--- src/rtl/core/assert_macros.svh ---
// Assertion macros used by the spectrum block controller.
`ifndef ASSERT_MACROS_SVH
`define ASSERT_MACROS_SVH
`ifndef SYNTHESIS
// Check a property on every rising clock edge outside reset.
`define FMS_ASSERT(lbl, clk, rstn, prop, msg) \
  lbl: assert property (@(posedge clk) disable iff (!rstn) prop) else $error(msg);
// Check that a condition never holds outside reset.
`define FMS_ASSERT_NEVER(lbl, clk, rstn, cond, msg) \
  lbl: assert property (@(posedge clk) disable iff (!rstn) !(cond)) else $error(msg);
`else
`define FMS_ASSERT(lbl, clk, rstn, prop, msg)
`define FMS_ASSERT_NEVER(lbl, clk, rstn, cond, msg)
`endif
`endif

--- src/rtl/core/fms_pkg.sv ---
// Shared types, constants and twiddle lookup for the magnitude spectrum block.
package fms_pkg;

  localparam int SAMPLE_W   = 16;
  localparam int MAG_W      = 22;
  localparam int BIN_W      = 6;
  localparam int CC_W       = 4;
  localparam int PHASE_W    = 3;
  localparam int TW_IDX_W   = 6;
  localparam int TW_W       = 32;
  localparam int PROD_W     = SAMPLE_W + TW_W;
  localparam int ACC_W      = 54;
  localparam int RND_W      = 23;
  localparam int RAD_W      = 44;
  localparam int SQRT_STEPS = 22;
  localparam int SQRT_CNT_W = 5;
  localparam int TW_FRAC    = 30;
  localparam int MAX_CHANNELS = 8;

  // Quarter-wave cosine, Q2.30, 17 entries.
  localparam logic signed [TW_W-1:0] QUARTER_COS [17] = '{
    32'sd1073741824, 32'sd1068571464, 32'sd1053110176, 32'sd1027506862,
    32'sd992008094,  32'sd946955747,  32'sd892783698,  32'sd830013654,
    32'sd759250125,  32'sd681174602,  32'sd596538995,  32'sd506158392,
    32'sd410903207,  32'sd311690799,  32'sd209476638,  32'sd105245103,
    32'sd0
  };

  typedef enum logic [2:0] {
    S_IDLE,
    S_MAC,
    S_DRAIN,
    S_ROUND,
    S_SQUARE,
    S_SUM,
    S_SQRT,
    S_OUT
  } state_e;

  typedef struct packed {
    logic                wr_en;
    logic                acc_clear;
    logic                mac_issue;
    logic [TW_IDX_W-1:0] tw_idx;
    logic                do_round;
    logic                do_square;
    logic                do_sum;
    logic                sqrt_step;
  } cmd_t;

  typedef struct packed {
    logic pipe_busy;
  } status_t;

  // cos(2 pi m / 64) in Q2.30
  function automatic logic signed [TW_W-1:0] cos64(input logic [TW_IDX_W-1:0] m);
    logic [TW_IDX_W:0] mw;
    logic signed [TW_W-1:0] r;
    mw = {1'b0, m};
    if (mw <= 7'd16) begin
      r = QUARTER_COS[mw[4:0]];
    end else if (mw <= 7'd32) begin
      r = -QUARTER_COS[5'(7'd32 - mw)];
    end else if (mw <= 7'd48) begin
      r = -QUARTER_COS[5'(mw - 7'd32)];
    end else begin
      r = QUARTER_COS[5'(7'd64 - mw)];
    end
    return r;
  endfunction

  // sin(2 pi m / 64) in Q2.30
  function automatic logic signed [TW_W-1:0] sin64(input logic [TW_IDX_W-1:0] m);
    return cos64(m + TW_IDX_W'(48));
  endfunction

endpackage

--- src/rtl/core/fms_ctrl.sv ---
// Controller: frame collection, bin sequencing and the per-bin step sequence.
`include "assert_macros.svh"
module fms_ctrl #(
  parameter int POINTS = 64,
  parameter int IDX_W  = $clog2(POINTS)
) (
  input  logic                    clk_i,
  input  logic                    rst_ni,
  input  logic                    start,
  output logic                    busy,
  input  logic                    cfg_we_i,
  input  logic [fms_pkg::CC_W-1:0] cfg_wdata_i,
  output fms_pkg::cmd_t           cmd_o,
  input  fms_pkg::status_t        status_i,
  output logic [IDX_W:0]          wr_addr_o,
  output logic [IDX_W:0]          rd_addr_o,
  output logic                    result_valid_o,
  output logic [fms_pkg::BIN_W-1:0] bin_index_o,
  output logic                    last_bin_o
);
  import fms_pkg::*;

  localparam int STRIDE = 64 / POINTS;

  state_e state_q, state_d;
  logic [CC_W-1:0]       cc_q;
  logic [PHASE_W-1:0]    phase_q, phase_d;
  logic [IDX_W-1:0]      fill_q, fill_d;
  logic                  wr_bank_q, wr_bank_d;
  logic [IDX_W:0]        emit_q, emit_d;
  logic [IDX_W-1:0]      k_q, k_d;
  logic [IDX_W-1:0]      n_q, n_d;
  logic [TW_IDX_W-1:0]   m_q, m_d, tw_step_q, tw_step_d;
  logic [SQRT_CNT_W-1:0] cnt_q, cnt_d;

  logic            accept, keep, frame_done, emit_go;
  logic [CC_W-1:0] cc_eff;
  logic [CC_W-1:0] phase_inc;

  assign accept     = start && (state_q == S_IDLE);
  assign keep       = (phase_q == '0);
  assign frame_done = keep && (fill_q == IDX_W'(POINTS - 1));
  assign emit_go    = frame_done || (emit_q < (IDX_W + 1)'(POINTS));

  // Clamp the channel count into its useful range
  always_comb begin
    if (cc_q == '0) begin
      cc_eff = CC_W'(1);
    end else if (cc_q > CC_W'(MAX_CHANNELS)) begin
      cc_eff = CC_W'(MAX_CHANNELS);
    end else begin
      cc_eff = cc_q;
    end
  end
  assign phase_inc = CC_W'(phase_q) + CC_W'(1);

  // Next state
  always_comb begin
    state_d = state_q;
    unique case (state_q)
      S_IDLE:   if (accept && emit_go) state_d = S_MAC;
      S_MAC:    if (n_q == IDX_W'(POINTS - 1)) state_d = S_DRAIN;
      S_DRAIN:  if (!status_i.pipe_busy) state_d = S_ROUND;
      S_ROUND:  state_d = S_SQUARE;
      S_SQUARE: state_d = S_SUM;
      S_SUM:    state_d = S_SQRT;
      S_SQRT:   if (cnt_q == SQRT_CNT_W'(SQRT_STEPS - 1)) state_d = S_OUT;
      S_OUT:    state_d = S_IDLE;
      default:  state_d = S_IDLE;
    endcase
  end

  // Outputs
  always_comb begin
    cmd_o           = '0;
    cmd_o.wr_en     = accept && keep;
    cmd_o.acc_clear = accept;
    cmd_o.mac_issue = (state_q == S_MAC);
    cmd_o.tw_idx    = m_q;
    cmd_o.do_round  = (state_q == S_ROUND);
    cmd_o.do_square = (state_q == S_SQUARE);
    cmd_o.do_sum    = (state_q == S_SUM);
    cmd_o.sqrt_step = (state_q == S_SQRT);
    wr_addr_o       = {wr_bank_q, fill_q};
    rd_addr_o       = {~wr_bank_q, n_q};
    busy            = (state_q != S_IDLE);
    result_valid_o  = (state_q == S_OUT);
    bin_index_o     = BIN_W'(k_q);
    last_bin_o      = (k_q == IDX_W'(POINTS - 1));
  end

  // Counters and frame bookkeeping
  always_comb begin
    phase_d   = phase_q;
    fill_d    = fill_q;
    wr_bank_d = wr_bank_q;
    emit_d    = emit_q;
    k_d       = k_q;
    n_d       = n_q;
    m_d       = m_q;
    tw_step_d = tw_step_q;
    cnt_d     = cnt_q;
    if (accept) begin
      phase_d = (phase_inc >= cc_eff) ? '0 : PHASE_W'(phase_inc);
      if (keep) begin
        fill_d = fill_q + IDX_W'(1);
        if (frame_done) begin
          wr_bank_d = ~wr_bank_q;
          emit_d    = '0;
        end
      end
      k_d       = frame_done ? '0 : emit_q[IDX_W-1:0];
      tw_step_d = TW_IDX_W'(k_d) * TW_IDX_W'(STRIDE);
      n_d       = '0;
      m_d       = '0;
    end
    if (state_q == S_MAC) begin
      n_d = n_q + IDX_W'(1);
      m_d = m_q + tw_step_q;
    end
    if (state_q == S_SUM) cnt_d = '0;
    if (state_q == S_SQRT) cnt_d = cnt_q + SQRT_CNT_W'(1);
    if (state_q == S_OUT) emit_d = emit_q + (IDX_W + 1)'(1);
  end

  // Hold state and counters
  always_ff @(posedge clk_i or negedge rst_ni) begin
    if (!rst_ni) begin
      state_q   <= S_IDLE;
      cc_q      <= CC_W'(1);
      phase_q   <= '0;
      fill_q    <= '0;
      wr_bank_q <= 1'b0;
      emit_q    <= (IDX_W + 1)'(POINTS);
      k_q       <= '0;
      n_q       <= '0;
      m_q       <= '0;
      tw_step_q <= '0;
      cnt_q     <= '0;
    end else begin
      state_q   <= state_d;
      if (cfg_we_i) cc_q <= cfg_wdata_i;
      phase_q   <= phase_d;
      fill_q    <= fill_d;
      wr_bank_q <= wr_bank_d;
      emit_q    <= emit_d;
      k_q       <= k_d;
      n_q       <= n_d;
      m_q       <= m_d;
      tw_step_q <= tw_step_d;
      cnt_q     <= cnt_d;
    end
  end

  `FMS_ASSERT(a_out_then_idle, clk_i, rst_ni, (state_q == S_OUT) |=> (state_q == S_IDLE), "result not followed by idle")
  `FMS_ASSERT_NEVER(a_emit_range, clk_i, rst_ni, emit_q > (IDX_W + 1)'(POINTS), "bin counter out of range")
  `FMS_ASSERT(a_mac_entry, clk_i, rst_ni, $rose(state_q == S_MAC) |-> (n_q == '0 && m_q == '0), "bin sweep not started at zero")
  `FMS_ASSERT_NEVER(a_drain_wait, clk_i, rst_ni, (state_q == S_ROUND) && status_i.pipe_busy, "rounding before accumulation settled")

endmodule

--- config.mk ---
export PLATFORM = sky130hd
export DESIGN_NAME = fms_ctrl
export DESIGN_NICKNAME = d
export VERILOG_FILES = /design/src/rtl/core/fms_pkg.sv /design/src/rtl/core/fms_ctrl.sv
export VERILOG_INCLUDE_DIRS = /design/src /design/src/rtl/core
export SDC_FILE = /design/constraint.sdc
export NUM_CORES = 1
export LEC_CHECK = 0
export BUFFER_PORTS_ARGS = -buffer_cell sky130_fd_sc_hd__buf_4
export CORE_AREA = 2 2 68 70
export CTS_CLUSTER_DIAMETER = 40
export CTS_CLUSTER_SIZE = 8
export DETAILED_ROUTE_END_ITERATION = 7
export DIE_AREA = 0 0 70 72
export PLACE_DENSITY = 0.82
export SETUP_SLACK_MARGIN = 0.3
export SYNTH_ARGS = -nofsm -noshare
export SYNTH_HDL_FRONTEND = slang
export SYNTH_SLANG_ARGS = --single-unit
--- constraint.sdc ---
create_clock -name clk_i -period 4.1 [get_ports clk_i]
set_input_delay 0.41 -clock clk_i [delete_from_list [all_inputs] [get_ports clk_i]]
set_output_delay 0.41 -clock clk_i [all_outputs]
set_load 0.05 [all_outputs]
Yosys cells after proc, flatten, opt, wreduce, memory -nomap -nowiden --
Cells that the tools add are included.
Storage, ports and cells: input port bits 9, word-level logic and storage cells 71, bits in registers 47, output and inout port bits 36
Cells by class: equality and inequality tests 15, reductions and logical operators 18, magnitude comparators 3, bitwise operators 1, muxes and demuxes 18, add/sub/neg operators 6
Operators with widths (number):
- $mux W7 | 4
- $mux W6 | 4
- $pmux W3 S8 | 1
- $eq A6 B6 Y1 const B | 3
- $mux W3 | 5
- $add A6 B1 Y6 const B | 2
- $eq A3 B3 Y1 const B | 4
- $mux W5 | 2
- $reduce_bool A2 Y1 | 5
- $mux W4 | 2
- $add A7 B1 Y7 const B | 1
- $lt A7 B7 Y1 const B | 1
- $add A6 B6 Y6 | 1
- $eq A3 B2 Y1 const B | 2
- $logic_not A3 Y1 | 2
- $ne A2 B1 Y1 const B | 3
- $reduce_and A3 Y1 | 2
- $add A5 B1 Y5 const B | 1
- $eq A5 B5 Y1 const B | 1
- $add A3 B1 Y4 const B | 1
- $ge A4 B4 Y1 | 1
- $gt A4 B4 Y1 const B | 1
- $logic_and A1 B1 Y1 | 4
- $logic_not A4 Y1 | 1
- 7 further kinds | 7

Logic depth before layout (Yosys ltp) --
Gate-level depths: netlist (run 1).
word-level depth 6, mapped depth 9, mapped depth without buffers 9

Worst setup path after synthesis (run 1) --
OpenSTA, ideal clock, no wires.
kind register -> output, start register state_q[2], end output cmd_o[2] (netlist bit), stages on the path, launching flop included 3, buffers on the path 1, data required time 3.690 ns, arrival 1.828 ns, slack 1.862 ns, cells stage by stage dfrtp_1 -> clkbuf_1 -> nor3b_1
RTL lines:
- start: declaration | RTL line fms_ctrl.sv:25 | state_e state_q, state_d;
- start signal: assignment | RTL line fms_ctrl.sv:141 | state_q <= state_d;
- end: declaration | RTL line fms_ctrl.sv:13 | output fms_pkg::cmd_t cmd_o,

==> run metrics, run 1 <==
first-pass GRT wire length between 8000 and 9000 um; # resized after CTS 0; Clock Sinks 47; Synth Register Bits between 40 and 50; H-tree depth 2; Worst R2R Setup Slack slightly above 2 ns; CP Capture Type primary output; First-pass DRT Iterations 4; unrepaired setup endpoints after global routing false; # DRC 0; Syn Nets approximately 280; GP Congestion roughly 0.8; Initial Utilization 0.578; Critical Path Source state_q[2]$_DFFE_PN0P_; DRT iter0 DRCs approximately 80; total chip power ~0.0022 W; Reg clk slew, reported paths approximately 0.090 ns; CTS tree yes; register area roughly 1200 sq um; hpwl dp roughly 3400 um; period utilisation layout 0.615; Vias/cell ~5.5; Slew @ Worst Pin 0.582 ns; shortest period the worst path allows 2.52 ns; Die ar. 5040 sq um; non-filler instance count after layout 347; leakage power between 1 and 1.5 nW; height of the die roughly 72 um; Rows 24; Inserted Diodes 0; Critical Path Source Type flip-flop; Net count, final 320; max-cap violations 0; Gate Count Post-Synth 252; gr usage total 0.202; vias in the first global route 1828; via count around 1900; CP Data Arrival Time 2.11 ns; Setup TNS Final 0 ns; area of the multi-input gates approximately 1200 sq um; initial antenna violation count 0; Hold Violations, Final 0; CTS Root Cell clkbuf_8; critical path class reg -> out; EDFF count, synth 0; Setup Skew roughly 0.006 ns; TritonCTS buffer count 5; Clock Path Buffers 2; Final WS setup 1.58 ns; Final Max Slew Viols 0; P per Cell Area roughly 750 nW/um^2; fillers ~350; Mean Syn Cell Area 9.79 sq um; synth unique cells 44; CTS Hold Bufs 0; largest net degree at the start of global routing 48; ANT nets after route 0; Max Clock Freq 0.397 GHz; Post-Route WL around 4600 um; ys flop type dfrtp_1; share of the yosys chip area belonging to registers 0.478; Critical Path RT between 3 and 4 ns; status complete, no violations; FF-to-FF Start state_q[2]$_DFFE_PN0P_; total grt overflow 0; Placed Cells around 340; Relative slew margins 0.612; Ports 45; # setup viols final 0; I/O Buffers 44; Min-Delay Path Class in -> async; Core Region around 4300 sq um; Placement Setup Slack between 1.5 and 2 ns; Post-Syn Area around 2500 sq um; synth warn 0; die width about 70 um; Layout area overhead 17.6%; fraction of layout cells with a size suffix above 1 0.220; Post-CTS Setup Repair Bufs 0; CP max FO 21; worst hold slack 0.0996 ns; fraction of registers with async set/reset 1.00; clock latency at the later pin of the worst-skew pair 0.30 ns; worst vdd ir 0.000446 V; post-DR wirelength/cell 13.3 um
## per-layer routing
layer	GRT usage	routed length, um
met5	0	0
met4	0.0705	55
met3	0.0417	202
met2	0.343	2300
met1	0.261	2070
## cells in the mapped netlist (all sizes together) (2+ instances only)
master / instances / area share
and3: 4 / 0.010
nor2: 17 / 0.029
nand4: 2 / 0.0051
clkbuf: 3 / 0.0046
a22o: 7 / 0.025
a21oi: 8 / 0.016
buf: 6 / 0.014
nand3: 19 / 0.039
ha: 16 / 0.081
nor2b: 2 / 0.0051
mux2: 3 / 0.014
clkinv: 2 / 0.0041
o21ai: 28 / 0.057
dfstp: 2 / 0.021
dfrtp: 45 / 0.46
inv: 12 / 0.018
xnor2: 9 / 0.032
nand2: 35 / 0.053
xor2: 6 / 0.021
a31oi: 2 / 0.0051
a32o: 2 / 0.0081
nand2b: 3 / 0.0076
## report_power, final
group / total (W) / switching [W] / internal [W]
Sequential: 0.000796 / 0.000185 / 0.000611
Combinational: 0.00112 / 0.000720 / 0.000396
Clock: 0.000273 / 0.000154 / 0.000119
Total: 0.00219 / 0.00106 / 0.00113
## sequential cells by signal, indices dropped and copies added, names as in the netlist, 4 cells and up
signal and flops:
cc_q 4, cnt_q 5, emit_q 7, fill_q 6
m_q 6, n_q 6, tw_step_q 6
## metrics by stage
step,instance area [sq um],util
final,2900,0.680
after global routing,2900,0.680
after CTS,2900,0.680
after detailed placement,2820,0.660
after global placement,2820,0.660
after floorplan,2470,-
## path summary, 6_finish.rpt
path / to / depth (start not counted)
max: cmd_o[12] / 5
min: n_q[2]$_DFFE_PN0P_ / 1
max reg2reg: emit_q[2]$_DFFE_PN0P_ / 5
min reg2reg: fill_q[5]$_DFFE_PN0P_ / 1
max in group asynchronous: cc_q[3]$_DFFE_PN0P_ / 1
min in group clk_i: cc_q[3]$_DFFE_PN0P_ / 3
## worst max-delay path: stages (launching register included)
cell      delay (ns)
dfrtp_1         0.52
or4b_4          0.74
clkinv_2        0.14
nand3b_4        0.12
inv_2           0.09
buf_4           0.19
## kinds of logic (layout without fill, tap and decap cells)
group / after synthesis / after routing / share of synthesized area
fa+ha+maj: 17 / 17 / 0.0893
buf+inv: 23 / 66 / 0.0411
compound gates: 56 / 56 / 0.140
mux: 3 / 3 / 0.0137
flops: 47 / 47 / 0.478
xor+xnor: 15 / 15 / 0.0533
simple gates: 91 / 91 / 0.185
## cells in the final DEF, fill, tap and decap left out, drive strengths merged, types with 2 or more instances in the layout
cell | Yosys | final
ha | 16 | 16
nor2 | 17 | 17
nand4 | 2 | 2
a32o | 2 | 2
nor2b | 2 | 2
a22o | 7 | 7
a31oi | 2 | 2
nand2 | 35 | 35
clkbuf | 3 | 6
inv | 12 | 12
a21oi | 8 | 8
mux2 | 3 | 3
dfstp | 2 | 2
and3 | 4 | 4
nand2b | 3 | 3
xnor2 | 9 | 9
buf | 6 | 44
xor2 | 6 | 6
o21ai | 28 | 28
nand3 | 19 | 19
clkinv | 2 | 3
dfrtp | 45 | 45
## final cells by class
| cell class | count | area share |
|---|---|---|
| multi-input cells | 182 | 0.409 |
| clock buffers | 6 | 0.0250 |
| clock inverters | 2 | 0.00431 |
| flip-flops and latches | 47 | 0.406 |
| well taps | 52 | 0.0224 |
| repair buffers | 44 | 0.114 |
| inverters | 14 | 0.0190 |
No activity file was read; power rests on OpenSTA's default activity.
==> run 2, diff against run 1 <==
--- a/config.mk
+++ b/config.mk
@@ -7,12 +7,12 @@
 export NUM_CORES = 1
 export LEC_CHECK = 0
 export BUFFER_PORTS_ARGS = -buffer_cell sky130_fd_sc_hd__buf_4
-export CORE_AREA = 2 2 68 70
+export CORE_AREA = 2 2 70 72
 export CTS_CLUSTER_DIAMETER = 40
 export CTS_CLUSTER_SIZE = 8
 export DETAILED_ROUTE_END_ITERATION = 7
-export DIE_AREA = 0 0 70 72
-export PLACE_DENSITY = 0.82
+export DIE_AREA = 0 0 72 74
+export PLACE_DENSITY = 0.78
 export SETUP_SLACK_MARGIN = 0.3
 export SYNTH_ARGS = -nofsm -noshare
 export SYNTH_HDL_FRONTEND = slang
==> constraint.sdc (replaced) <==
create_clock -name clk_i -period 2.4 [get_ports clk_i]
set_input_delay 0.24 -clock clk_i [delete_from_list [all_inputs] [get_ports clk_i]]
set_output_delay 0.24 -clock clk_i [all_outputs]
set_load 0.05 [all_outputs]
==> run metrics, run 2 (synthesized netlist as in run 1, its figures left out) <==
status complete, no violations; Layout area overhead 21.9%; first-pass GRT wire length around 8000 um; Setup Skew ~0.0072 ns; CTS tree yes; Initial Utilization 0.536; R2R cell count 7; GP Congestion a little under 0.8; via count approximately 2000; CP Data Arrival Time about 1.8 ns; Ports 45; Max Clock Freq 0.495 GHz; leakage power about 1.5 nW; Core Region between 4000 and 5000 sq um; ANT nets after route 0; total grt overflow 0; Clock Sinks 47; dpl cell area approximately 2800 sq um; unrepaired setup endpoints after global routing false; I/O Buffers between 40 and 50; shortest period the worst path allows between 2 and 2.5 ns; fillers 370; capturing point of the worst reg2reg path phase_q[2]$_DFFE_PN0P_; register area between 1000 and 1500 sq um; Setup TNS Final 0 ns; met2 usage 0.305; met3 GRT Util 0.0434; Reg clk slew, reported paths ~0.08 ns; Inserted Diodes 0; CP Capture Type primary output; P per Cell Area ~1300 nW/um^2; height of the die between 70 and 80 um; Hold Path Sink cc_q[3]$_DFFE_PN0P_; worst vdd ir between 0.001 and 0.0015 V; hpwl dp approximately 3400 um; commonest non-fill, non-tap cell in the layout buf_4; H-tree depth 2; worst hold slack about 0.15 ns; grt peak-use layer met2; Rows 25; critical path class reg -> out; period utilisation layout 0.842; Die ar. about 5300 sq um; gr usage total 0.195; # setup viols final 0; fin area between 3000 and 4000 sq um; Min-Delay Startpoint cfg_wdata_i[3]; CTS Root Cell clkbuf_8; Net count, final between 300 and 400; Min-Delay Path Class in -> reg; Relative slew margins 0.611; DRT iter0 DRCs 131; Critical Path RT 2.16 ns; Vias/cell about 5.5; largest net degree at the start of global routing 48; met1 GRT Util 0.262; Worst R2R Setup Slack approximately 0.53 ns; Hold Violations, Final 0; Final Max Slew Viols 0; First-pass DRT Iterations 4; CP max FO 7; max reg flops 7; FF-to-FF Start phase_q[0]$_DFFE_PN0P_; Post-Route WL ~4700 um; die width 72 um; clock latency at the later pin of the worst-skew pair about 0.30 ns; Slew @ Worst Pin 0.583 ns; post-DR wirelength/cell between 10 and 15 um; Biggest register emit_q; area of the multi-input gates roughly 1200 sq um; fraction of layout cells with a size suffix above 1 0.243; Critical Path Source Type flip-flop; TritonCTS buffer count 5; vias in the first global route 1697; max-cap violations 0; Hold Crit Depth 3; initial antenna violation count 0; most frequent cells in the layout 48 x buf_4, 42 x dfrtp_1, 35 x nand2_1, 28 x o21ai_0, 19 x nand3_1; # DRC 0; Clock Path Buffers 2
==> run 2: stage by stage <==
| stage | util | instances | setup WS, ns | total power, W |
|---|---|---|---|---|
| 2_1_floorplan | - | 252 | 0.332 | 0.00277 |
| 3_3_place_gp | 0.614 | 342 | 0.558 | 0.00325 |
| 3_5_place_dp | 0.614 | 342 | 0.505 | 0.00330 |
| 4_1_cts | 0.650 | 353 | 0.309 | 0.00401 |
| 5_1_grt | 0.654 | 355 | 0.313 | 0.00429 |
| 6_report | 0.654 | 355 | 0.378 | 0.00401 |
==> run 2: how the worst max path moves through the flow <==
| stage | start | end | slack (ns) | cells after the start |
|---|---|---|---|---|
| 6_report | state_q[1]$_DFFE_PN0P_ | cmd_o[12] | 0.38 | 5 |
| 5_1_grt | state_q[1]$_DFFE_PN0P_ | cmd_o[12] | 0.31 | 5 |
| 4_1_cts | state_q[1]$_DFFE_PN0P_ | cmd_o[12] | 0.31 | 5 |
| 3_5_place_dp | state_q[2]$_DFFE_PN0P_ | tw_step_q[2]$_DFFE_PN0P_ | 0.50 | 4 |
| 3_3_place_gp | state_q[2]$_DFFE_PN0P_ | tw_step_q[5]$_DFFE_PN0P_ | 0.56 | 4 |
| 2_1_floorplan | state_q[2]$_DFFE_PN0P_ | cmd_o[2] | 0.33 | 2 |
==> run 2: worst max-delay path: stages, from the launching register on <==
cell,delay [ns]
dfrtp_2,0.45
or4b_4,0.53
clkinv_2,0.12
nand3b_4,0.13
inv_2,0.10
buf_6,0.15
==> run 2: cell type report <==
cell class	count	area share
Inverter	14	0.0183
Tap cell	54	0.0225
Clock inverter	2	0.0200
Sequential cell	47	0.393
Clock buffer	6	0.0241
Timing Repair Buffer	50	0.127
Multi-Input combinational cell	182	0.395
==> run 2: what timing repair did <==
action	in CTS	in global routing
hold buffers	1	0
hold endpoints to repair	45	0
gates resized for setup	3	1
endpoints found under the setup margin	2	1
setup buffers	2	2
==> run 2: power breakdown <==
part | internal, W | switching, W | total, W
Clock | 0.000416 | 0.000263 | 0.000679
Sequential | 0.00105 | 0.000288 | 0.00134
Combinational | 0.000725 | 0.00127 | 0.00200
==> run 2: per-layer routing <==
layer | part of all wire | vias to the layer above
li1 | - | 969
met1 | 0.47 | 918
met2 | 0.46 | 47
met3 | 0.047 | 9
met4 | 0.019 | 0
met5 | 0 | -
==> run 3, diff against run 2 <==
--- a/config.mk
+++ b/config.mk
@@ -6,13 +6,14 @@
 export SDC_FILE = /design/constraint.sdc
 export NUM_CORES = 1
 export LEC_CHECK = 0
+export ABC_AREA = 1
 export BUFFER_PORTS_ARGS = -buffer_cell sky130_fd_sc_hd__buf_4
-export CORE_AREA = 2 2 70 72
+export CORE_AREA = 2 2 73 75
 export CTS_CLUSTER_DIAMETER = 40
 export CTS_CLUSTER_SIZE = 8
 export DETAILED_ROUTE_END_ITERATION = 7
-export DIE_AREA = 0 0 72 74
-export PLACE_DENSITY = 0.78
+export DIE_AREA = 0 0 75 77
+export PLACE_DENSITY = 0.77
 export SETUP_SLACK_MARGIN = 0.3
 export SYNTH_ARGS = -nofsm -noshare
 export SYNTH_HDL_FRONTEND = slang
==> constraint.sdc (replaced) <==
create_clock -name clk_i -period 2.1 [get_ports clk_i]
set_input_delay 0.21 -clock clk_i [delete_from_list [all_inputs] [get_ports clk_i]]
set_output_delay 0.21 -clock clk_i [all_outputs]
set_load 0.05 [all_outputs]
==> run metrics, run 3 <==
fraction of registers with async set/reset 1.00; Min-Delay Path Class in -> reg; share of the yosys chip area belonging to registers 0.438; gr usage total 0.204; Critical Path Source Type flip-flop; Layout area overhead 22.3%; Slew @ Worst Pin around 0.59 ns; Final Max Slew Viols 0; Rows 26; Reg clk slew, reported paths approximately 0.09 ns; leakage power roughly 1.7 nW; total grt overflow 0; count leader, synth nand2_1; Net count, final roughly 390; ANT nets after route 0; total chip power slightly below 0.005 W; Inserted Diodes 0; Post-Route WL 5520 um; fillers 435; max-cap violations 0; largest stage delay on the critical path roughly 0.46 ns; via count approximately 2300; crit-path cells inv_4 -> nand2_2 -> inv_4 -> nand2_8 -> nor2_8 -> buf_6; H-tree depth 2; hpwl dp 3940 um; EDFF count, synth 0; Initial Utilization 0.540; Final WS setup between 0.3 and 0.4 ns; # DRC 0; status complete, no violations; worst vdd ir approximately 0.0007 V; Placement Setup Slack 0.390 ns; largest area contributor in the netlist dfrtp_1; DRT iter0 DRCs 83; Die ar. roughly 5800 sq um; height of the die 77 um; Clock Sinks 47; Synth Register Bits 47; dominant cells by area after synthesis dfrtp_1 42%, nand2_1 10%, ha_1 7.4%; Relative slew margins 0.606; TritonCTS buffer count 5; Critical Path RT 1.89 ns; slowest cell on the critical path dfrtp_2; Ports 45; CP Capture Type primary output; Clock Path Buffers 2; synth warn 0; Commonest cells post-synth 72 x nand2_1, 45 x dfrtp_1, 38 x inv_1, 24 x nand3_1, 22 x o21ai_0; CTS tree yes; ys flop type dfrtp_1; final core occ 0.661; Setup Skew just over 0.01 ns; CP max FO 13; largest net degree at the start of global routing 48; die width 75 um; Setup TNS Final 0 ns; first-pass GRT wire length ~9000 um; commonest non-fill, non-tap cell in the layout nand2_1; most frequent cells in the layout 71 x nand2_1, 46 x buf_4, 39 x dfrtp_1, 38 x inv_1, 24 x nand3_1; # setup viols final 0; P per Cell Area 1490 nW/um^2; Post-Syn Area 2690 sq um; Biggest register emit_q; Hold Violations, Final 0; Max Clock Freq ~0.58 GHz; Crit path top cell by count inv_4; initial antenna violation count 0; synth unique cells 37; max reg flops 7; Vias/cell a little over 5; CP Data Arrival Time 1.51 ns; First-pass DRT Iterations 4; fraction of layout cells with a size suffix above 1 0.261; CTS Root Cell clkbuf_8; Gate Count Post-Synth approximately 310; Syn Nets between 300 and 400; Mean Syn Cell Area between 8 and 9 sq um; GP Congestion ~0.80; I/O Buffers 44; clock latency at the later pin of the worst-skew pair 0.31 ns; period utilisation layout 0.817; critical path class reg -> out; unrepaired setup endpoints after global routing true; share of the synthesized area in the top cell type 0.419; Core Region roughly 5000 sq um; vias in the first global route ~2200; shortest period the worst path allows between 1.5 and 2 ns; post-DR wirelength/cell 12.6 um
## run 3: cell families after synthesis
kind of cell	Yosys count	synth area share
adders and majority gates	17	0.0819
buffers and inverters	48	0.0768
DFF	47	0.438
xor gates and xnor gates	10	0.0382
muxes	4	0.0163
AOI/OAI and AO/OA	46	0.0940
and+or+nand+nor	140	0.255
## run 3: cell type report
type	instances	area [sq um]	area share
tap	70	87.6	0.0266
clock inverter	1	5.00	0.00152
multi-input combinational	218	1330	0.406
timing repair buffer	52	420	0.128
clock buffer	7	86.3	0.0263
inverter	43	169	0.0514
sequential	47	1190	0.361
## run 3: timing repair
item,CTS,global route
hold buffers,1,0
hold endpoints to repair,45,0
gates resized for setup,5,7
endpoints found under the setup margin,2,13
cloned,0,1
setup buffers,3,3
pin swaps,1,1
## run 3: where the power goes
part           switching [W]  internal (W)  total, W
clock               0.000304      0.000266  0.000570
combinational        0.00183      0.000953   0.00278
sequential          0.000335       0.00123   0.00156
## run 3: routing by layer
metal	wire length [um]	track usage
met1	2420	0.246
met2	2800	0.345
met3	206	0.0329
met4	100	0.0982
met5	0	0
## run 3: critical path: cells and delay by family (launching register included)
kind,cells,cell delay [ns]
buffers and inverters,3,0.39
flip-flops,1,0.46
AND/OR/NAND/NOR,3,0.35
## run 3: through the flow
step                instances  cell area, sq um  hold slack, ns
floorplan                 312              2700         -0.0856
global placement          422              3080           0.257
detailed placement        422              3080           0.259
CTS                       434              3230          0.0984
global route              438              3290           0.128
finish                    438              3290           0.104
## run 3: worst paths after layout
path | start | end | slack [ns] | depth (start not counted)
setup / recovery | state_q[2]$_DFFE_PN0P_ | cmd_o[12] | 0.38 | 6
hold / removal | cfg_wdata_i[3] | cc_q[3]$_DFFE_PN0P_ | 0.10 | 3
setup reg to reg | phase_q[0]$_DFFE_PN0P_ | phase_q[2]$_DFFE_PN0P_ | 0.40 | 8
hold reg to reg | fill_q[0]$_DFFE_PN0P_ | fill_q[0]$_DFFE_PN0P_ | 0.52 | 1
max in group asynchronous | rst_ni | tw_step_q[0]$_DFFE_PN0P_ | 1.22 | 2
min in group asynchronous | rst_ni | phase_q[1]$_DFFE_PN0P_ | 0.44 | 2
